### src/hdl/pemx_pkg.sv
package pemx_pkg;

	localparam int WIN_DEPTH = 27;
	localparam int OPEN_LEN  = 27;
	localparam int CLOSE_LEN = 25;
	localparam int FILL_W    = 5;

	localparam logic [OPEN_LEN*8-1:0]  OPEN_MARK  = "-----BEGIN CERTIFICATE-----";
	localparam logic [CLOSE_LEN*8-1:0] CLOSE_MARK = "-----END CERTIFICATE-----";

	localparam int Q_DEPTH = 4;
	localparam int Q_AW    = 2;
	localparam int Q_CW    = 3;

	typedef enum logic [1:0] {
		ST_OK      = 2'd0,
		ST_BAD     = 2'd1,
		ST_EMPTY   = 2'd2,
		ST_UNTERM  = 2'd3
	} status_t;

	typedef enum logic {
		KIND_DATA   = 1'b0,
		KIND_STATUS = 1'b1
	} kind_t;

	typedef struct packed {
		kind_t      kind;
		logic [7:0] data_byte;
		status_t    status;
		logic       last_of_run;
	} res_t;

	typedef struct packed {
		logic       valid;
		logic [5:0] value;
	} digit_t;

	function automatic digit_t digit_of(input logic [7:0] c);
		digit_t d;
		d.valid = 1'b1;
		d.value = 6'd0;
		if (c >= "A" && c <= "Z") begin
			d.value = 6'(c - 8'h41);
		end else if (c >= "a" && c <= "z") begin
			d.value = 6'(c - 8'h61 + 8'd26);
		end else if (c >= "0" && c <= "9") begin
			d.value = 6'(c - 8'h30 + 8'd52);
		end else if (c == "+") begin
			d.value = 6'd62;
		end else if (c == "/") begin
			d.value = 6'd63;
		end else begin
			d.valid = 1'b0;
		end
		return d;
	endfunction

endpackage

### src/hdl/pemx_queue.sv
module pemx_queue (
	input  logic            clk,
	input  logic            arst_n,
	input  logic [1:0]      push_cnt,
	input  pemx_pkg::res_t  push_item [2],
	input  logic            pop,
	output pemx_pkg::res_t  head,
	output logic            head_valid,
	output logic            room
);
	import pemx_pkg::*;

	res_t              mem_q [Q_DEPTH];
	logic [Q_AW-1:0]   wr_ptr_q;
	logic [Q_AW-1:0]   rd_ptr_q;
	logic [Q_CW-1:0]   cnt_q;
	logic              pop_fire;
	logic [Q_AW-1:0]   wr_ptr_p1;

	assign head_valid = (cnt_q != '0);
	assign head       = mem_q[rd_ptr_q];
	assign room       = (cnt_q <= Q_CW'(Q_DEPTH - 2));
	assign pop_fire   = pop & head_valid;
	assign wr_ptr_p1  = wr_ptr_q + Q_AW'(1);

	always_ff @(posedge clk) begin
		if (push_cnt != 2'd0) begin
			mem_q[wr_ptr_q] <= push_item[0];
		end
		if (push_cnt == 2'd2) begin
			mem_q[wr_ptr_p1] <= push_item[1];
		end
	end

	always_ff @(posedge clk or negedge arst_n) begin
		if (!arst_n) begin
			wr_ptr_q <= '0;
			rd_ptr_q <= '0;
			cnt_q    <= '0;
		end else begin
			wr_ptr_q <= wr_ptr_q + Q_AW'(push_cnt);
			if (pop_fire) begin
				rd_ptr_q <= rd_ptr_q + Q_AW'(1);
			end
			cnt_q <= cnt_q + Q_CW'(push_cnt) - Q_CW'(pop_fire);
		end
	end

endmodule

### src/hdl/pem_certificate_base64_extractor_core.sv
// Results: each result enters the four-entry result queue and leaves from its head.
// Throughput: one item per cycle while each item yields at most one result and the
// master side takes each result; an item yielding a data byte and a status pushes
// two entries, and the queue stalls input when fewer than two entries are free.
// Reset: arst_n clears the body state, decoder and queue at once; no clearing pass.
module pem_certificate_base64_extractor_core (
	input  logic        clk,
	input  logic        arst_n,
	input  logic        s_tvalid,
	output logic        s_tready,
	input  logic [7:0]  s_tdata,   // text_byte[7:0]
	input  logic        s_tlast,   // end_of_text
	output logic        m_tvalid,
	input  logic        m_tready,
	output logic [15:0] m_tdata,   // data_byte[7:0], status[9:8], zero[15:10]
	output logic        m_tuser,   // kind
	output logic        m_tlast    // last_of_run
);
	import pemx_pkg::*;

	logic [WIN_DEPTH*8-1:0] win_q;
	logic [FILL_W-1:0]      fill_q;
	logic                   inside_q;
	logic [5:0]             rem_q;
	logic [2:0]             rembits_q;
	logic                   pad_q;
	logic                   bad_q;
	logic                   any_q;

	logic                   acc;
	logic [WIN_DEPTH*8-1:0] win_n;
	logic [FILL_W-1:0]      cap;
	logic [FILL_W-1:0]      fill_inc;
	logic                   open_hit;
	logic                   close_hit;
	logic [7:0]             c;
	digit_t                 dv;
	logic                   is_ws;
	logic                   is_pad;
	logic                   step;
	logic                   take;
	logic                   emit;
	logic [11:0]            acc12;
	logic [3:0]             nbits;
	logic [2:0]             nb;
	logic [11:0]            shifted;
	logic [11:0]            keep_mask;
	logic [5:0]             rem_d;
	logic [2:0]             rembits_d;
	logic                   pad_d;
	logic                   bad_d;
	logic                   any_d;
	logic                   inside_after;
	logic                   stat_v;
	status_t                stat_code;
	res_t                   data_item;
	res_t                   stat_item;
	res_t                   push_item [2];
	logic [1:0]             push_cnt;
	res_t                   head;
	logic                   room;

	assign s_tready = room;
	assign acc      = s_tvalid & s_tready;

	assign win_n    = {win_q[WIN_DEPTH*8-9:0], s_tdata};
	assign cap      = inside_q ? FILL_W'(CLOSE_LEN) : FILL_W'(OPEN_LEN);
	assign fill_inc = (fill_q < cap) ? fill_q + FILL_W'(1) : cap;

	assign open_hit  = !inside_q && (fill_inc >= FILL_W'(OPEN_LEN)) &&
		(win_n[OPEN_LEN*8-1:0] == OPEN_MARK);
	assign close_hit = inside_q && (fill_inc >= FILL_W'(CLOSE_LEN)) &&
		(win_n[CLOSE_LEN*8-1:0] == CLOSE_MARK);

	assign c      = win_q[(CLOSE_LEN-1)*8 +: 8];
	assign dv     = digit_of(c);
	assign is_ws  = (c == 8'h0D) || (c == 8'h0A) || (c == 8'h20) || (c == 8'h09);
	assign is_pad = (c == "=");
	assign step   = inside_q && (fill_q >= FILL_W'(CLOSE_LEN)) && !bad_q && !pad_q;
	assign take   = step && dv.valid;
	assign pad_d  = pad_q | (step && is_pad);
	assign bad_d  = bad_q | (step && !is_ws && !is_pad && !dv.valid);

	assign acc12     = {rem_q, dv.value};
	assign nbits     = {1'b0, rembits_q} + 4'd6;
	assign emit      = take && (nbits >= 4'd8);
	assign nb        = 3'(nbits - 4'd8);
	assign shifted   = acc12 >> nb;
	assign keep_mask = (12'd1 << nb) - 12'd1;

	always_comb begin
		rem_d     = rem_q;
		rembits_d = rembits_q;
		if (emit) begin
			rem_d     = 6'(acc12 & keep_mask);
			rembits_d = nb;
		end else if (take) begin
			rem_d     = acc12[5:0];
			rembits_d = nbits[2:0];
		end
	end
	assign any_d = any_q | emit;

	assign inside_after = open_hit | (inside_q & !close_hit);
	assign stat_v       = close_hit | (s_tlast & inside_after);

	always_comb begin
		if (!close_hit) begin
			stat_code = ST_UNTERM;
		end else if (bad_d) begin
			stat_code = ST_BAD;
		end else if (any_d) begin
			stat_code = ST_OK;
		end else begin
			stat_code = ST_EMPTY;
		end
	end

	always_comb begin
		data_item.kind        = KIND_DATA;
		data_item.data_byte   = shifted[7:0];
		data_item.status      = ST_OK;
		data_item.last_of_run = !stat_v;
		stat_item.kind        = KIND_STATUS;
		stat_item.data_byte   = 8'd0;
		stat_item.status      = stat_code;
		stat_item.last_of_run = 1'b1;
		push_item[0]          = emit ? data_item : stat_item;
		push_item[1]          = stat_item;
		push_cnt              = acc ? (2'(emit) + 2'(stat_v)) : 2'd0;
	end

	always_ff @(posedge clk) begin
		if (acc) begin
			win_q <= win_n;
		end
	end

	always_ff @(posedge clk or negedge arst_n) begin
		if (!arst_n) begin
			fill_q    <= '0;
			inside_q  <= 1'b0;
			rem_q     <= '0;
			rembits_q <= '0;
			pad_q     <= 1'b0;
			bad_q     <= 1'b0;
			any_q     <= 1'b0;
		end else if (acc) begin
			if (s_tlast || open_hit || close_hit) begin
				fill_q    <= '0;
				inside_q  <= open_hit && !s_tlast;
				rem_q     <= '0;
				rembits_q <= '0;
				pad_q     <= 1'b0;
				bad_q     <= 1'b0;
				any_q     <= 1'b0;
			end else begin
				fill_q    <= fill_inc;
				rem_q     <= rem_d;
				rembits_q <= rembits_d;
				pad_q     <= pad_d;
				bad_q     <= bad_d;
				any_q     <= any_d;
			end
		end
	end

	pemx_queue u_queue (
		.clk        (clk),
		.arst_n     (arst_n),
		.push_cnt   (push_cnt),
		.push_item  (push_item),
		.pop        (m_tready),
		.head       (head),
		.head_valid (m_tvalid),
		.room       (room)
	);

	assign m_tdata = {6'd0, head.status, head.data_byte};
	assign m_tuser = head.kind;
	assign m_tlast = head.last_of_run;

	a_fill_in_body: assert property (@(posedge clk) disable iff (!arst_n)
		inside_q |-> (fill_q <= FILL_W'(CLOSE_LEN)))
		else $error("body window fill out of range");

	a_rem_even: assert property (@(posedge clk) disable iff (!arst_n)
		!rembits_q[0] && (rembits_q <= 3'd6))
		else $error("odd or oversized bit remainder");

	a_last_clears: assert property (@(posedge clk) disable iff (!arst_n)
		(acc && s_tlast) |=> (!inside_q && (fill_q == '0) && !pad_q && !bad_q))
		else $error("state not cleared after final item");

	a_status_ends_run: assert property (@(posedge clk) disable iff (!arst_n)
		(m_tvalid && (m_tuser == KIND_STATUS)) |-> m_tlast)
		else $error("status item does not close its run");

endmodule
### config.mk
export PLATFORM = sky130hd
export DESIGN_NAME = pem_certificate_base64_extractor_core
export DESIGN_NICKNAME = d
export VERILOG_FILES = /design/src/hdl/pemx_pkg.sv /design/src/hdl/pemx_queue.sv /design/src/hdl/pem_certificate_base64_extractor_core.sv
export SDC_FILE = /design/constraint.sdc
export NUM_CORES = 1
export LEC_CHECK = 0
export ABC_CLOCK_PERIOD_IN_PS = 10000
export BUFFER_PORTS_ARGS = -buffer_cell sky130_fd_sc_hd__buf_4
export CORE_MARGIN = 5
export CORE_UTILIZATION = 62
export CTS_CLUSTER_SIZE = 24
export DETAILED_ROUTE_END_ITERATION = 10
export PLACE_DENSITY = 0.79
export SYNTH_ARGS = -nofsm -noshare
export SYNTH_HDL_FRONTEND = slang
export SYNTH_HIERARCHICAL = 1
export SYNTH_SLANG_ARGS = --single-unit
### constraint.sdc
create_clock -name clk -period 10 [get_ports clk]
set_input_delay 0.5 -clock clk [delete_from_list [all_inputs] [get_ports clk]]
set_output_delay 0.5 -clock clk [all_outputs]
set_load 0.1 [all_outputs]
## Yosys cells after proc, flatten, opt, wreduce, memory -nomap -nowiden

Memory sizes are Yosys's and may differ from the RTL's.
Index checks and enable logic that the tools add are counted.

| operators by class | value |
|---|---|
| add/sub/neg operators | 15 |
| multipliers | 0 |
| div/mod/pow operators | 0 |
| order comparisons | 12 |
| eq/ne operators | 10 |
| shift operators | 2 |
| mux-type cells | 31 |
| bitwise logic cells | 10 |
| reduce and logical (&&, ||, !) cells | 36 |

Operators by type and width:

| kind | count |
|---|---|
| $eq 216x214->1 const B | 1 |
| $eq 200x198->1 const B | 1 |
| $mux 6 | 8 |
| $eq 8x6->1 const B | 4 |
| $eq 8x4->1 const B | 3 |
| $logic_and 1x1->1 | 17 |
| $ge 8x7->1 const B | 2 |
| $le 8x7->1 const B | 2 |
| $ge 5x5->1 const B | 3 |
| $mux 1 | 12 |
| $mux 12 | 1 |
| $shr 12x3->8 | 1 |
| $sub 6x1->6 const B | 2 |
| $sub 6x6->6 const B | 2 |
| $mux 2 | 5 |
| $mux 5 | 2 |
| $logic_not 1->1 | 9 |
| $mux 3 | 3 |
| $ge 8x6->1 const B | 1 |
| $le 8x6->1 const B | 1 |
| $add 6x5->6 const B | 1 |
| $add 6x6->6 const B | 1 |
| $and 6x6->6 | 1 |
| $reduce_bool 3->1 | 2 |
| other kinds (18) | 31 |

| storage, ports and cells | value |
|---|---|
| register bits | 233 |
| latch bits | 0 |
| RAM bits | 48 |
| bits in read-only memories | 0 |
| input bits | 13 |
| word-level logic and storage cells | 128 |
| memories | 1 |

Memory list:

| name | words | bits a word | rd ports | clocked after Yosys merged registers in | write ports | line | text |
|---|---|---|---|---|---|---|---|
| u_queue.mem_q | 4 | 12 | 1 | 0 | 2 | pemx_queue.sv:13 | `res_t mem_q [Q_DEPTH];` |

## Logic depth before layout (Yosys ltp)

Gate-level depths: netlist of the first run.

| depth | value |
|---|---|
| depth after elaboration | 16 |
| mapped depth | 20 |
| depth with buffers taken out | 17 |

## By module

The synthesis of the first run kept the hierarchy.

By module, submodules not included:

| module | instances | cells each | area each (µm²) | sequential area each (µm²) |
|---|---|---|---|---|
| pem_certificate_base64_extractor_core | 1 | 539 | 8842.2 | 6671.4 |
| pemx_queue | 1 | 156 | 2911.5 | 1616.6 |

## Worst setup path before layout of the first run

Ideal clock, no wire load.

| timing path | value |
|---|---|
| kind | register to register |
| start point | reg u_queue.cnt_q[0] |
| end point | reg fill_q[0] |
| library setup time | 0.179 ns |
| arrival | 9.289 ns |
| slack | 0.532 ns |
| stages on the path, launching flop included | 7 |
| buffers on the path | 1 |
| path through | dfrtp_1 a21oi_1 nand2_1 inv_1 clkbuf_1 o21ai_0 o22ai_1 |

| between the ends | value |
|---|---|
| word-level cells in the longest chain between the ends | 2 |

Ends and longest elaborated chain:

| item | line | text |
|---|---|---|
| start: declaration | pemx_queue.sv:16 | `logic [Q_CW-1:0] cnt_q;` |
| start signal: assignment | pemx_queue.sv:45 | `cnt_q <= cnt_q + Q_CW'(push_cnt) - Q_CW'(pop_fire);` |
| $le 3x2->1 | pemx_queue.sv:22 | `assign room = (cnt_q <= Q_CW'(Q_DEPTH - 2));` |
| named net s_tready | pem_certificate_base64_extractor_core.sv:10 | `output logic s_tready,` |
| $and 1x1->1 | pem_certificate_base64_extractor_core.sv:64 | `assign acc = s_tvalid & s_tready;` |
| named net acc | pem_certificate_base64_extractor_core.sv:30 | `logic acc;` |
| end signal: assignment | pem_certificate_base64_extractor_core.sv:158 | `fill_q <= fill_inc;` |
| end: declaration | pem_certificate_base64_extractor_core.sv:22 | `logic [FILL_W-1:0] fill_q;` |

The timed path passes the listed nets, and every way through them passes these cells.
A chain may end at the register's enable or synchronous reset.

==> flow_summary.yaml, run 1 <==
status:
  outcome: "finished clean"
placed_design:
  place_congestion: 0.849
  io_buffers: 26
  dpl.hpwl_um: 14100
sta:
  tns_ns: 0
  final_hold_viol_count: 0
  grt_setup_unrepaired: "false"
  period_needed_ns: 4.88
  hold_ws_ns: 0.153
  max_freq_mhz: 205
  slew_headroom_pct: 23.7
  setup_violations: 0
  maxSlewViolCount: 0
  worstMarginPinSlew_ns: 1.14
  clock_skew_ns: 0.0230
  fin_crit_sh_pct: 48.8
yosys:
  synthArstFlopShare_pct: 8.57
  synth_ff_type: "edfxtp_1"
  yosysUniqueCellTypes: 76
  syn_avg_cell_area_um2: 16.9
  synth-edff-count: 256
  syn_inst: 695
  synth-seq-cells: 280
  synth_area_um2: 11800
  yosysWarnings: 6
  seq_area_frac_synth_pct: 70.5
clocking:
  cts_resized: 0
  cts_buffers: 26
  clock_latency_ns: 0.53
  cts_tree: "built"
  cts_htree_levels: 1
  post-cts-setup-buffers: 0
  clock_path_buffers: 3
  cts_root_buffer: "clkbuf_16"
  cts_sinks: 280
  clkTransAtPathRegs_ns: 0.06
floorplan:
  dieArea_um2: 21800
  coreArea_um2: 18700
  start_util_pct: 62.8
  die_h_um: 148
  die_x_um: 148
  ioPinCount: 33
  core.rowCount: 50
worst_setup_path:
  regToRegStartpoint: "win_q[193]"
  reg2reg_depth: 13
  critPathLaunchType: "flop"
  crit_type: "flop to flop"
  crit_end: "u_queue/mem_q[1][5]"
  startpoint: "win_q[193]"
  cp.arrival_ns: 5.16
  cp.required_ns: 10.28
  rrSetupSlack_ns: 5.12
  r2r-end: "u_queue/mem_q[1][5]"
  path_max_fanout: 12
  endpoint_kind: "flop"
routing:
  via_per_inst: 6.13
  drt_iter0_drc: 555
  routed_wl_um: 21600
  wire_per_inst_um: 21.0
  first_pass_iters: 5
  drc: 0
  via_count: 6287
  final_antenna_net_count: 0
power_and_ir_drop:
  share_comb_of_total_power_pct: 18.5
  p_int_mw: 2.26
  vdd_drop_max_mv: 0.156
  p_per_area_nw_per_um2: 252
  leakage_nw: 4.48
  p_sw_share_pct: 31.3
  power_switching_mw: 1.03
  seqPwrFrac_pct: 54.5
  clkPwrFrac_pct: 27.0
global_routing:
  grt_pass1_wl_um: 34700
  globalRouteTotalUtil_pct: 19.8
  grt_pass1_vias: 6434
  grt_max_degree: 128
  antenna_found_initial: 0
  grt-ovfl-total: 0
finish:
  diodes: 0
  drive_gt1_share_pct: 17.8
  utilization_pct: 69.7
  fillers: 1191
  final_nets: 806
  syn2layout_area_growth_pct: 10.9
worst_hold_path:
  hold_path_depth: 1
  hold_class: "input pin to flop"
job:
  cap_violations: 0
final cells by class:
type	instances	area (um2)	share of cell area (%)
Clock buffer	30	666	5.11
Clock inverter	17	96.3	0.739
Inverter	22	90.1	0.691
Multi-Input combinational cell	414	3390	26.0
Sequential cell	280	8290	63.6
Tap cell	234	293	2.25
Timing Repair Buffer	28	213	1.63
per-stage QoR:
step / setup slack, ns / instances / power, mW / cell area (um2)
after floorplan: 0.532 / 739 / 2.29 / 11900
after global placement: 5.39 / 977 / 2.38 / 12300
after detailed placement: 5.19 / 977 / 2.41 / 12300
after CTS: 5.20 / 1025 / 3.30 / 13000
after global routing: 4.84 / 1025 / 3.42 / 13000
final: 5.12 / 1025 / 3.29 / 13000
how the worst min path moves through the flow:
stage / start / end / slack, ns
4_1_cts: s_tdata[2] / win_q[2] / 0.13
3_3_place_gp: arst_n / rem_q[0] / 0.42
3_5_place_dp: arst_n / rem_q[0] / 0.42
5_1_grt: s_tdata[2] / win_q[2] / 0.13
6_report: s_tdata[2] / win_q[2] / 0.15
2_1_floorplan: arst_n / any_q / 0.20
Yosys cell counts, drive strengths merged (16+ instances only):
| master | instances | share of area [%] |
|---|---|---|
| nor4bb | 24 | 2.0 |
| nor2 | 33 | 1.1 |
| ha | 20 | 2.1 |
| edfxtp | 256 | 65 |
| dfrtp | 24 | 5.1 |
| nand2 | 28 | 0.89 |
| buf | 17 | 1.2 |
| o21ai | 16 | 0.71 |
| inv | 22 | 0.70 |
| mux2 | 51 | 5.8 |
| nor4b | 21 | 1.7 |
critical path, cell delays in order, from the launching register on:
cell and delay (ns):
edfxtp_1 0.53, inv_1 0.23, ha_1 0.33, and4bb_2 0.30
nor2_1 0.15, o31a_1 0.30, o21ai_1 0.16, or2_2 0.39
inv_2 0.16, ha_1 0.17, inv_1 0.08, nor2_1 0.49
nor4b_4 0.92, mux2_2 0.42
power by group through the flow:
stage                     sequential [mW]  combinational (mW)  clock [mW]
after detailed placement             1.80               0.606           0
after global placement               1.79               0.594           0
after floorplan                      1.76               0.529           0
after global routing                 1.82               0.647       0.962
after CTS                            1.79               0.610       0.907
final                                1.79               0.609       0.887
what timing repair did:
action                                 CTS  global route
hold buffers                             1             0
setup endpoints to repair                0             0
endpoints found under the hold margin   24             0
layer usage:
metal | vias to the layer above | share of wire (%) | global-route usage, % | wire [um]
met5 | - | 0 | 0 | 0
met4 | 0 | 1.5 | 4.66 | 323
met3 | 29 | 5.7 | 3.07 | 1220
met2 | 226 | 51 | 33.9 | 10900
met1 | 3152 | 42 | 27.2 | 9120
li1 | 2880 | - | - | -
logic make-up after synthesis:
| family | after synthesis | share of synthesized area [%] |
|---|---|---|
| multiplexers | 71 | 8.97 |
| other | 2 | 0.0639 |
| AO/OA/AOI/OAI | 77 | 4.75 |
| adder cells (fa/ha/maj) | 21 | 2.30 |
| flip-flops | 280 | 70.5 |
| XOR/XNOR | 7 | 0.522 |
| AND/OR/NAND/NOR | 192 | 10.8 |
| buffers and inverters | 45 | 2.09 |
cells in the final DEF, fill, tap and decap left out, types with 7 or more instances in the layout:
cell type | Yosys | routed
inv_1 | 21 | 20
mux2_4 | 28 | 28
nand4_1 | 15 | 15
nand3_1 | 12 | 12
clkbuf_16 | 0 | 26
nor2_1 | 33 | 33
o21ai_0 | 14 | 14
dfrtp_1 | 24 | 24
mux2_1 | 10 | 10
nor4b_1 | 20 | 20
a21oi_1 | 15 | 15
clkinv_2 | 0 | 10
nor4_1 | 11 | 11
mux2_2 | 13 | 13
nand2_1 | 28 | 28
buf_4 | 8 | 27
ha_1 | 20 | 20
mux4_2 | 14 | 14
nor3_1 | 7 | 7
conb_1 | 2 | 46
nor4bb_1 | 24 | 24
nand2b_1 | 8 | 8
edfxtp_1 | 256 | 256
state kept, by name, indices dropped and copies added, names as in the netlist, 2 cells and up:
name,cells
u_queue/wr_ptr_q,2
u_queue/mem_q,48
u_queue/cnt_q,3
u_queue/rd_ptr_q,2
rembits_q,2
fill_q,5
rem_q,6
win_q,208
No activity file was read; power rests on OpenSTA's default activity.
==> inputs of run 2 (changes only) <==
Settings changed: ABC_AREA set to 1, ABC_CLOCK_PERIOD_IN_PS 10000 to 4100, CORE_UTILIZATION 62 to 56, PLACE_DENSITY 0.79 to 0.76.
Clock period 10 ns to 4.1 ns, I/O delays scaled along.
==> flow_summary.yaml, run 2 <==
yosys:
  syn_avg_cell_area_um2: 10.4
  synth_top_area_share_pct: 60.6
  yosysUniqueCellTypes: 43
  seq_area_frac_synth_pct: 65.3
  synth-seq-cells: 280
  synthArstFlopShare_pct: 8.57
  yosys-top-cells-count: "nand2_1 (322), edfxtp_1 (256), nor2_1 (161)"
  yosysTopAreaCell: "edfxtp_1"
  synth-edff-count: 256
  syn_inst: 1220
  synth_area_um2: 12700
  synth_ff_type: "edfxtp_1"
  synth_area_leaders: "edfxtp_1 (61%), nand2_1 (9.5%), nor2_1 (4.8%)"
  yosysWarnings: 6
  yosysMostFrequentCell: "nand2_1"
sta:
  setup_violations: 0
  slew_headroom_pct: 42.9
  maxSlewViolCount: 0
  clock_skew_ns: 0.0127
  fin_crit_sh_pct: 88.2
  period_needed_ns: 3.62
  final_hold_viol_count: 0
  grt_setup_unrepaired: "false"
  tns_ns: 0
  max_freq_mhz: 277
  worstMarginPinSlew_ns: 0.853
finish:
  top_regs: "win_q (208), u_queue/mem_q (48), rem_q (6)"
  diodes: 0
  final_common_cell: "nand2_1"
  mostFrequentLayoutCells: "nand2_1 (322), edfxtp_1 (256), nor2_1 (161)"
  largest_register_ffs: 208
  final_nets: 1344
  utilization_pct: 63.9
  drive_gt1_share_pct: 10.3
  top_register: "win_q"
  fillers: 1693
  syn2layout_area_growth_pct: 13.4
floorplan:
  core.rowCount: 55
  ioPinCount: 33
  die_h_um: 161
  start_util_pct: 56.4
  coreArea_um2: 22500
  die_x_um: 161
  dieArea_um2: 25800
worst_setup_path:
  critPathLaunchType: "flop"
  cp.required_ns: 4.27
  cp_cell_sequence: "inv_1 -> ha_1 -> nand2_1 -> inv_2 -> nand2_1 -> nor2_1 -> nand2_1 -> nor2_1 -> nand3_1 -> nor2_2 -> nand2_4 -> a21oi_1 -> a21oi_1 -> inv_1 -> ha_1 -> inv_1 -> nor2_1 -> buf_4 -> inv_1 -> nand2_1 -> inv_2 -> nand2_1 -> nand2_1"
  cp.arrival_ns: 3.79
  path_max_fanout: 12
  crit_type: "flop to flop"
  cpPeakStageDelay_ns: 0.52
  crit_top_cell: "nand2_1"
  endpoint_kind: "flop"
  critPathSlowestCell: "edfxtp_1"
placed_design:
  io_buffers: 26
  place_congestion: 0.903
  dpl.hpwl_um: 15200
routing:
  routed_wl_um: 22700
  first_pass_iters: 6
  wire_per_inst_um: 14.1
  via_count: 8309
  final_antenna_net_count: 0
  drt_iter0_drc: 529
  drc: 0
  via_per_inst: 5.14
global_routing:
  grt_max_degree: 117
  antenna_found_initial: 0
  grt_pass1_vias: 8169
  globalRouteTotalUtil_pct: 17.6
  grt_pass1_wl_um: 38100
  grt-ovfl-total: 0
clocking:
  cts_buffers: 28
  cts_sinks: 280
  cts_tree: "built"
  clock_latency_ns: 0.54
  post-cts-setup-buffers: 0
  clock_path_buffers: 3
  cts_root_buffer: "clkbuf_16"
  clkTransAtPathRegs_ns: 0.06
  cts_htree_levels: 1
worst_hold_path:
  hold_class: "input pin to flop"
power_and_ir_drop:
  vdd_drop_max_mv: 0.475
  leakage_nw: 5.91
  p_per_area_nw_per_um2: 641
job:
  cap_violations: 0
status:
  outcome: "finished clean"
## run 2: metrics by stage
step	total power [mW]	hold slack (ns)	instances	instance area, um2	setup slack, ns
floorplan	6.05	-0.0906	1264	12900	0.390
global placement	6.53	0.134	1555	13300	0.616
detailed placement	6.60	0.136	1555	13300	0.510
CTS	9.29	0.0363	1617	14400	0.495
global route	9.71	0.0875	1617	14400	0.250
finish	9.22	0.0440	1617	14400	0.484
## run 2: cells by family after synthesis
logic type / synth area share [%]
compound gates: 3.48
fa+ha+maj: 2.13
flops: 65.3
simple gates: 22.4
xor+xnor: 0.552
other cells: 0.0592
buf+inv: 6.08
## run 2: critical path: cells and delay by family, from the launching register on
family                   cells  cell delay, ns
AND/OR/NAND/NOR             12            1.36
adder cells (fa/ha/maj)      2            0.46
buffers and inverters        7            0.70
flip-flops                   1            0.52
AO/OA/AOI/OAI                2            0.18
## run 2: per-layer routing
| layer | GRT usage, % | up-vias | routed length, um | part of all wire, % |
|---|---|---|---|---|
| met4 | 4.61 | 0 | 500 | 2.2 |
| met3 | 2.90 | 50 | 1060 | 4.7 |
| met2 | 31.1 | 194 | 11500 | 51 |
| li1 | - | 4166 | - | - |
| met1 | 22.9 | 3899 | 9640 | 42 |
| met5 | 0 | - | 0 | 0 |
## run 2: layout make-up
cell class / count / area, um2 / area share, %
repair buffers: 51 / 420 / 2.92
clock buffers: 35 / 727 / 5.05
clock inverters: 17 / 244 / 1.70
inverters: 146 / 558 / 3.88
flip-flops and latches: 280 / 8290 / 57.6
well taps: 285 / 357 / 2.48
multi-input cells: 803 / 3800 / 26.4
## run 2: power by group
group,switching [mW],total (mW),internal (mW)
Clock,1.03,2.66,1.64
Sequential,0.384,4.34,3.95
Combinational,1.68,2.22,0.538
Total,3.09,9.22,6.13
## run 2: path summary, 6_finish.rpt
| check | depth (start not counted) | slack [ns] | end | start |
|---|---|---|---|---|
| max | 23 | 0.48 | u_queue/mem_q[1][7] | win_q[193] |
| min | 4 | 0.04 | inside_q | s_tlast |
| max reg2reg | 23 | 0.48 | u_queue/mem_q[1][7] | win_q[193] |
| min reg2reg | 0 | 0.44 | win_q[119] | win_q[111] |
| max in group asynchronous | 2 | 3.72 | fill_q[0] | arst_n |
| min in group asynchronous | 2 | 0.12 | u_queue/rd_ptr_q[0] | arst_n |
## run 2: what timing repair did
| action | in CTS | in global routing |
|---|---|---|
| hold buffers | 10 | 0 |
| setup endpoints to repair | 0 | 0 |
| endpoints found under the hold margin | 33 | 0 |
| resized for setup | 0 | 0 |
==> inputs of run 3 (changes only) <==
Settings changed: PLACE_DENSITY 0.76 to 0.75.
==> flow_summary.yaml, run 3 (same netlist as run 2, synthesis figures left out) <==
clocking:
  clock_latency_ns: 0.52
  cts_resized: 0
  clkTransAtPathRegs_ns: 0.06
  cts_sinks: 280
  holdBufCountCts: 10
  cts_tree: "built"
  post-cts-setup-buffers: 0
  cts_htree_levels: 1
  cts_root_buffer: "clkbuf_16"
  cts_buffers: 29
  clock_path_buffers: 3
worst_setup_path:
  critPathSlowestCell: "edfxtp_1"
  regToRegStartpoint: "win_q[194]"
  cp.required_ns: 4.26
  cpPeakStageDelay_ns: 0.53
  endpoint_kind: "flop"
  startpoint: "win_q[194]"
  crit_type: "flop to flop"
  path_max_fanout: 12
  critPathLaunchType: "flop"
  cp.buffers_inverters: 7
  crit_top_cell: "nand2_1"
  crit_family: "simple AND/OR/NAND/NOR gates"
  cp.arrival_ns: 3.65
  cp_cell_sequence: "inv_1 -> ha_1 -> nand2_1 -> nand2_1 -> nand2_1 -> nand2_4 -> nand2_2 -> inv_1 -> nand3_4 -> nand3_4 -> inv_4 -> ha_1 -> inv_1 -> nor2_1 -> buf_4 -> inv_1 -> nand2_1 -> inv_2 -> nand2_1 -> nand2_1"
global_routing:
  grt_max_degree: 85
  grt_pass1_vias: 8195
  globalRouteTotalUtil_pct: 17.7
  grt_pass1_wl_um: 38200
  grt-ovfl-total: 0
  antenna_found_initial: 0
floorplan:
  ioPinCount: 33
  start_util_pct: 56.4
  core.rowCount: 55
  dieArea_um2: 25800
  die_h_um: 161
  coreArea_um2: 22500
  die_x_um: 161
sta:
  period_needed_ns: 3.49
  worstMarginPinSlew_ns: 0.873
  grt_setup_unrepaired: "false"
  maxSlewViolCount: 0
  slew_headroom_pct: 41.6
  final_hold_viol_count: 0
  fin_crit_sh_pct: 85.1
  clock_skew_ns: 0.00905
  max_freq_mhz: 287
  setup_violations: 0
  tns_ns: 0
power_and_ir_drop:
  clkPwrFrac_pct: 27.6
  p_sw_share_pct: 33.9
  vdd_drop_max_mv: 0.381
  p_per_area_nw_per_um2: 632
  power_switching_mw: 3.08
  share_comb_of_total_power_pct: 24.7
  p_int_mw: 5.99
  seqPwrFrac_pct: 47.7
  leakage_nw: 5.90
placed_design:
  io_buffers: 26
  place_congestion: 0.867
  dpl.hpwl_um: 15600
finish:
  syn2layout_area_growth_pct: 13.1
  final_nets: 1347
  final_common_cell: "nand2_1"
  utilization_pct: 63.7
  diodes: 0
  top_register: "win_q"
  top_regs: "win_q (208), u_queue/mem_q (48), rem_q (6)"
  drive_gt1_share_pct: 10.4
  largest_register_ffs: 208
  mostFrequentLayoutCells: "nand2_1 (322), edfxtp_1 (256), nor2_1 (161)"
routing:
  drc: 0
  routed_wl_um: 22700
  first_pass_iters: 6
  wire_per_inst_um: 14.0
  drt_iter0_drc: 615
  final_antenna_net_count: 0
  via_count: 8257
  via_per_inst: 5.11
status:
  outcome: "finished clean"
worst_hold_path:
  hold_class: "input pin to flop"
  min-delay-start: "s_tlast"
job:
  cap_violations: 0
## run 3: path summary, 6_finish.rpt
path,endpoint,slack (ns),cells after the start
max reg2reg,u_queue/mem_q[1][10],0.61,20
min reg2reg,win_q[127],0.43,0
max in group asynchronous,rembits_q[1],3.69,2
max,u_queue/mem_q[1][10],0.61,20
min,inside_q,0.08,4
min in group asynchronous,u_queue/rd_ptr_q[0],0.16,2
## run 3: power by group through the flow
stage	registers [mW]	logic, mW	clock network, mW
after floorplan	4.23	1.81	0
after global routing	4.40	2.46	2.69
after detailed placement	4.37	2.24	0
after global placement	4.35	2.20	0
final	4.33	2.24	2.50
after CTS	4.33	2.26	2.55
## run 3: worst register-to-register path, cell delays in order, from the launching register on
cell      delay, ns
edfxtp_1       0.53
inv_1          0.18
ha_1           0.28
nand2_1        0.08
nand2_1        0.06
nand2_1        0.11
nand2_4        0.11
nand2_2        0.09
inv_1          0.10
nand3_4        0.11
nand3_4        0.09
inv_4          0.06
ha_1           0.29
inv_1          0.05
nor2_1         0.04
buf_4          0.18
inv_1          0.07
nand2_1        0.07
inv_2          0.13
nand2_1        0.08
nand2_1        0.42
## run 3: layout make-up
type	instances	area, um2
tap	285	357
inverter	146	558
fill	1724	8160
multi-input combinational	803	3800
sequential	280	8290
clock inverter	14	150
timing repair buffer	53	435
clock buffer	35	758
## run 3: through the flow
stage	setup WS (ns)	cells	cell area, um2	hold slack [ns]	power, mW
2_1_floorplan	0.390	1264	12900	-0.0906	6.05
6_report	0.610	1616	14300	0.0833	9.07
3_3_place_gp	0.695	1557	13300	0.124	6.55
5_1_grt	0.270	1616	14300	0.0922	9.55
3_5_place_dp	0.647	1557	13300	0.123	6.61
4_1_cts	0.623	1616	14300	0.0759	9.14
## run 3: per-layer routing
layer,part of all wire (%),up-vias,track usage (%),wire length (um)
li1,-,4170,-,-
met1,43,3873,23.1,9820
met2,50,165,31.0,11300
met3,4.4,49,2.46,999
met4,2.5,0,5.48,578
met5,0,-,0,0
